$ cat src/chtab_pkg.sv
`timescale 1ns / 1ps
`default_nettype none
// ----------------------------------------------------------------------------
// Chained hash table package
// Shared constants, operation and status codes, controller states and the
// command and status bundles between the controller and the datapath.
// ----------------------------------------------------------------------------
package chtab_pkg;

	localparam int BUCKET_BITS_DEF = 8;
	localparam int NODE_COUNT_DEF  = 256;

	localparam int KEY_W    = 64;
	localparam int VAL_W    = 64;
	localparam int MODE_W   = 2;
	localparam int STATUS_W = 2;
	localparam int HB_W     = 4;

	localparam logic [HB_W-1:0] HASH_BITS_RESET = 4'd8;

	// Fibonacci hashing multiplier, 2^64 divided by the golden ratio.
	localparam logic [63:0] FIB_MUL = 64'h9E37_79B9_7F4A_7C15;

	typedef enum logic [MODE_W-1:0] {
		MODE_INSERT = 2'd0,
		MODE_LOOKUP = 2'd1,
		MODE_REMOVE = 2'd2
	} mode_t;

	typedef enum logic [STATUS_W-1:0] {
		ST_OK        = 2'd0,
		ST_NO_MEMORY = 2'd1,
		ST_NOT_FOUND = 2'd2
	} status_t;

	typedef enum logic [3:0] {
		S_CLEAR,
		S_IDLE,
		S_MUL0,
		S_MUL1,
		S_MUL2,
		S_HASH,
		S_HEAD_RD,
		S_DISPATCH,
		S_NODE_RD,
		S_NODE_CMP,
		S_UNLINK,
		S_FREE,
		S_FIN
	} state_t;

	// Commands from the controller to the datapath.
	typedef struct packed {
		logic    ld_in;
		logic    mul0;
		logic    mul1;
		logic    mul2;
		logic    hash;
		logic    head_rd;
		logic    ins_wr;
		logic    ld_cur;
		logic    adv;
		logic    ld_found;
		logic    unlink;
		logic    free_node;
		logic    clr;
		logic    res_set;
		status_t res_code;
		logic    out_load;
	} cmd_t;

	// Status from the datapath to the controller.
	typedef struct packed {
		logic [MODE_W-1:0] mode;
		logic              pool_empty;
		logic              cur_nil;
		logic              key_match;
		logic              clr_last;
		logic              out_free;
	} stat_t;

endpackage
`default_nettype wire

$ cat src/chtab_ctrl.sv
`timescale 1ns / 1ps
`default_nettype none
// ----------------------------------------------------------------------------
// Chained hash table controller
// Sequences the clearing sweep, the hash, insert, the chain walk and remove.
// ----------------------------------------------------------------------------
module chtab_ctrl (
	input  wire logic             clk,
	input  wire logic             arst_n,
	input  wire logic             cfg_we,
	input  wire logic             s_tvalid,
	output logic                  s_tready,
	input  wire chtab_pkg::stat_t stat,
	output chtab_pkg::cmd_t       cmd
);
	import chtab_pkg::*;

	state_t state_q;
	state_t state_d;

	// State register.
	always_ff @(posedge clk or negedge arst_n) begin
		if (!arst_n) begin
			state_q <= S_CLEAR;
		end else begin
			state_q <= state_d;
		end
	end

	// Next state and commands.
	always_comb begin
		state_d      = state_q;
		cmd          = '0;
		cmd.res_code = ST_NOT_FOUND;
		s_tready     = 1'b0;
		unique case (state_q)
			S_CLEAR: begin
				cmd.clr = 1'b1;
				if (stat.clr_last) begin
					state_d = S_IDLE;
				end
			end
			S_IDLE: begin
				s_tready = 1'b1;
				if (s_tvalid) begin
					cmd.ld_in = 1'b1;
					state_d   = S_MUL0;
				end
			end
			S_MUL0: begin
				cmd.mul0 = 1'b1;
				state_d  = S_MUL1;
			end
			S_MUL1: begin
				cmd.mul1 = 1'b1;
				state_d  = S_MUL2;
			end
			S_MUL2: begin
				cmd.mul2 = 1'b1;
				state_d  = S_HASH;
			end
			S_HASH: begin
				cmd.hash = 1'b1;
				state_d  = S_HEAD_RD;
			end
			S_HEAD_RD: begin
				cmd.head_rd = 1'b1;
				state_d     = S_DISPATCH;
			end
			S_DISPATCH: begin
				cmd.res_set = 1'b1;
				state_d     = S_FIN;
				unique case (stat.mode)
					MODE_INSERT: begin
						if (stat.pool_empty) begin
							cmd.res_code = ST_NO_MEMORY;
						end else begin
							cmd.ins_wr   = 1'b1;
							cmd.res_code = ST_OK;
						end
					end
					MODE_LOOKUP, MODE_REMOVE: begin
						cmd.res_set = 1'b0;
						cmd.ld_cur  = 1'b1;
						state_d     = S_NODE_RD;
					end
					default: begin
						cmd.res_code = ST_NOT_FOUND;
					end
				endcase
			end
			S_NODE_RD: begin
				if (stat.cur_nil) begin
					cmd.res_set  = 1'b1;
					cmd.res_code = ST_NOT_FOUND;
					state_d      = S_FIN;
				end else begin
					state_d = S_NODE_CMP;
				end
			end
			S_NODE_CMP: begin
				if (stat.key_match) begin
					cmd.res_set  = 1'b1;
					cmd.res_code = ST_OK;
					if (stat.mode == MODE_LOOKUP) begin
						cmd.ld_found = 1'b1;
						state_d      = S_FIN;
					end else begin
						state_d = S_UNLINK;
					end
				end else begin
					cmd.adv = 1'b1;
					state_d = S_NODE_RD;
				end
			end
			S_UNLINK: begin
				cmd.unlink = 1'b1;
				state_d    = S_FREE;
			end
			S_FREE: begin
				cmd.free_node = 1'b1;
				state_d       = S_FIN;
			end
			S_FIN: begin
				if (stat.out_free) begin
					cmd.out_load = 1'b1;
					state_d      = S_IDLE;
				end
			end
			default: begin
				state_d = S_CLEAR;
			end
		endcase
		// A register write empties the table by a new clearing sweep.
		if (cfg_we) begin
			state_d = S_CLEAR;
		end
	end

endmodule
`default_nettype wire

$ cat config.mk
export PLATFORM = sky130hd
export DESIGN_NAME = chtab_ctrl
export DESIGN_NICKNAME = d
export VERILOG_FILES = /design/src/chtab_pkg.sv /design/src/chtab_ctrl.sv
export SDC_FILE = /design/constraint.sdc
export NUM_CORES = 1
export LEC_CHECK = 0
export BUFFER_PORTS_ARGS = -buffer_cell sky130_fd_sc_hd__buf_2
export CAP_MARGIN = 25
export CORE_MARGIN = 5
export CORE_UTILIZATION = 37
export DETAILED_ROUTE_END_ITERATION = 6
export GPL_TIMING_DRIVEN = 0
export PLACE_DENSITY = 0.71
export SKIP_CTS_REPAIR_TIMING = 1
export SLEW_MARGIN = 20
export SYNTH_ARGS = -nofsm -noshare
export SYNTH_HDL_FRONTEND = slang
export SYNTH_SLANG_ARGS = --single-unit
export TNS_END_PERCENT = 20
$ cat constraint.sdc
create_clock -name clk -period 1.3 [get_ports clk]
set_input_delay 0.065 -clock clk [delete_from_list [all_inputs] [get_ports clk]]
set_output_delay 0.065 -clock clk [all_outputs]
set_load 0.05 [all_outputs]
# == Word-level counts from Yosys, hierarchy flattened ==
# Cells that the tools add are included.
# word_totals
register_bits,4
out_inout_bits,18
input_bits,11
word_cells,58
# classes
n_eq_ne,17
muxes,36
reduce_logical,4
# ops
cell,n
$pmux 4 s13,1
$mux 1,21
$eq 4x4->1 const B,5
$mux 3,6
$eq 4x3->1 const B,4
$mux 4,4
$ne 3x3->1 const B,3
$pmux 3 s3,1
$eq 4x2->1 const B,2
$mux 2,3
$eq 4x1->1 const B,1
$logic_not 4->1,1
$reduce_and 3->1,1
$eq 2x1->1 const B,1
$eq 2x2->1 const B,1
$logic_not 2->1,1
$reduce_or 2->1,1

# == Logic depth before layout (Yosys ltp) ==
# logic_depth
depth_word,5
ltp_mapped,6
mapped_depth_nobuf,6

# == Least setup slack after synthesis ==
# OpenSTA, ideal clock, no wires.
# synth_path
path_kind,flip-flop to output port
from,reg state_q[2]
to,out cmd[16] (netlist name)
arrival_ns,2.446
path_stages_with_launch,5
t_required_ns,1.235
setup_slack_ns,-1.211
n_path_buf,2
path_cell_list,dfrtp_1 -> buf_2 -> clkbuf_1 -> nor3_1 -> and2_1
# synth_rtl
item,line_no,source
from (decl),chtab_ctrl.sv:18,state_t state_q;
from (signal assigned),chtab_ctrl.sv:26,state_q <= state_d;
to (decl),chtab_ctrl.sv:14,output chtab_pkg::cmd_t cmd

==> flow_metrics.env <==
export IMPL_drc=0
export IMPL_pwr_share_seq_pct=16.7
export IMPL_num_antenna_cells=0
export IMPL_dp_worst_setup_slack_ps=-220
export IMPL_yosysUniqueCellTypes=28
export IMPL_reg2reg_depth=6
export IMPL_synthArstFlopShare_pct=100
export IMPL_ff_latch_area_sq_um=101
export IMPL_required_ps=1240
export IMPL_period_minus_slack_ps=1560
export IMPL_synth_top_cell_area_share_pct=20.1
export IMPL_critPathLaunchType="flop"
export IMPL_drt_initial_drc_count=6
export IMPL_regMostFlops="state_q"
export IMPL_fin_nets=131
export IMPL_tightest_slew_ps=255
export IMPL_max_slew_margin_pct=82.8
export IMPL_cp_data_arrival_time_ps=1500
export IMPL_synth_area_leaders="dfrtp_1 (20%), nor2_1 (11%), nand2_1 (6.8%)"
export IMPL_fillCellCount=98
export IMPL_p_leak_nw=0.441
export IMPL_slew_violations=0
export IMPL_fmax_mhz=639
export IMPL_largest_reg_flops=4
export IMPL_num_rows=13
export IMPL_finalSetupViolCount=18
export IMPL_io_pins=29
export IMPL_synth_edf_count=0
export IMPL_first_global_vias=562
export IMPL_gr_total_overflow=0
export IMPL_syn_cell_area_sq_um=498
export IMPL_p_int_uw=507
export IMPL_combPwrFrac_pct=66.5
export IMPL_holdCritPathClass="in -> reg"
export IMPL_die_w_microns=46.7
export IMPL_synth_most_common_cell="nor2_1"
export IMPL_cp_cell_sequence="buf_6, nand2b_4, or3_4, nand2_1, buf_6"
export IMPL_hold_violations=0
export IMPL_die_y_microns=46.7
export IMPL_violations="setup timing"
export IMPL_holdPathEnd="state_q[3]"
export IMPL_ys_top_cells_by_count="nor2_1 (15), nand2_1 (9), inv_1 (6)"
export IMPL_clockBufferDepth=2
export IMPL_critPathCaptureType="output pin"
export IMPL_setup_slack_ps=-265
export IMPL_syn_inst=76
export IMPL_hpwl_microns=1180
export IMPL_synth_ff_type="dfrtp_1"
export IMPL_r2r_end="state_q[0]"
export IMPL_clock_sinks=4
export IMPL_clkTransAtPathRegs_ps=30
export IMPL_maxCapViolations=0
export IMPL_viasPerCell=5.23
export IMPL_fin_crit_sh_pct=120
export IMPL_ys_seq_elements=4
export IMPL_antenna_found_initial=0
export IMPL_rsz0062_at_grt="yes"
export IMPL_routed_wl_microns=1770
export IMPL_synth_seq_area_share_pct=20.1
export IMPL_top_regs="state_q (4)"
export IMPL_final_setup_skew_ps=4.26
export IMPL_dr_pass1_iters=4
export IMPL_outcome="finished, violations left"
export IMPL_hold_start="cfg_we"
export IMPL_placed_cells=119
export IMPL_insertion_delay_ps=240
export IMPL_grt_max_degree=11
export IMPL_die_area_sq_um=2180
export IMPL_power_density_nw_per_um2=907
export IMPL_grt_pass1_wl_microns=2210
export IMPL_cp_slowest_stage_delay_ps=360
export IMPL_htreeDepth=1
export IMPL_crit_type="reg -> out"
export IMPL_areaGrowthSynthToFinish_pct=104
export IMPL_cts_inserted_buffers=3
export IMPL_cts_root_buf="clkbuf_4"
export IMPL_fin_cells=131
export IMPL_rr_startpoint="state_q[2]"
export IMPL_yosysTopAreaCell="dfrtp_1"
export IMPL_gp_congestion=0.753
export IMPL_irDropWorstVdd_mv=0.763
export IMPL_r2r_slack_ps=-200
export IMPL_swShare_pct=44.9
export IMPL_ant_nets=0
export IMPL_yosysWarnings=0
export IMPL_start_util_pct=38.8
export IMPL_crit_top_cell="buf_6"
export IMPL_multiInputGateArea_sq_um=467
export IMPL_avgSynthCellArea_sq_um=6.55
export IMPL_switching_power_uw=414
export IMPL_synth_nets=89
export IMPL_portBuffers=28
export IMPL_drive_gt1_share_pct=59.5
export IMPL_wl_per_cell_microns=13.5
export IMPL_hold_depth=2
export IMPL_grt_use_total_pct=14.1
export IMPL_core_area_sq_um=1280
export IMPL_worst_path_max_delay_cell="dfrtp_1"
export IMPL_p_clk_share_pct=16.8
export IMPL_vias=685
export IMPL_cp_max_fo=6
export IMPL_cts_tree="done"
## metal layers
metal	track usage, %	share of wire, %	wire [microns]
met4	1.66	0	0
met1	19.1	40	715
met5	0	0	0
met3	5.08	6.3	111
met2	22.0	53	941
## cell type report
type / instances / share of cell area [%]
timing repair buffer: 37 / 30.8
clock buffer: 3 / 2.22
sequential: 4 / 9.99
inverter: 7 / 2.59
tap: 15 / 1.85
buffer: 5 / 6.54
multi-input combinational: 60 / 46.0
## cells by family (layout without fill, tap and decap cells)
logic type / count (synthesis) / count (layout) / synth area share (%)
buffers and inverters: 12 / 52 / 9.80
AND/OR/NAND/NOR: 42 / 42 / 40.5
AO/OA/AOI/OAI: 16 / 16 / 24.6
flip-flops: 4 / 4 / 20.1
adder cells (fa/ha/maj): 2 / 2 / 5.02
## cells in the final DEF (no fill, tap or decap), types with 2 or more instances in the layout
cell      instances
clkbuf_4          5
nor3_4            2
nor3_2            3
a21oi_1           3
nor2_2            4
nor2_1            8
ha_1              2
buf_2            11
nand2b_4          3
or3_4             2
nand2_1           7
o32ai_1           2
and2_1            2
a31oi_1           4
inv_1             6
nand2_2           2
dfrtp_1           3
buf_6            17
buf_4             9
nor2_4            3
## power groups by stage
stage	Combinational [mW]	Sequential, mW	Clock (mW)
floorplan	0.363	0.150	0
global placement	0.449	0.152	0
detailed placement	0.451	0.152	0
CTS	0.452	0.151	0.161
global route	0.655	0.155	0.179
finish	0.612	0.154	0.154
## worst max path at each step
stage          startpoint      end  slack, ps
4_1_cts        state_q[2]   cmd[7]       -470
6_report       state_q[2]   cmd[3]       -260
2_1_floorplan  state_q[2]  cmd[16]       -190
5_1_grt        state_q[0]   cmd[3]       -340
3_3_place_gp   state_q[2]   cmd[7]       -230
3_5_place_dp   state_q[2]   cmd[7]       -220
## per-stage QoR
step                hold WS, ps  TNS [ps]  power, mW  utilization, %  instance area [sq um]
floorplan                  -231     -1620      0.513               -                    593
global placement           -131     -1590      0.601            58.5                    752
detailed placement         -128     -1620      0.603            58.5                    752
CTS                        -383     -5330      0.764            60.3                    774
global route               44.1     -4210      0.989            79.0                   1010
finish                     54.1     -2670      0.921            79.0                   1010
## critical path: cells and delay by family, from the launching register on
family | cells | cell delay (ps)
buffers and inverters | 2 | 290
flip-flops | 1 | 360
AND/OR/NAND/NOR | 3 | 620
No activity file was read; power rests on OpenSTA's default activity.
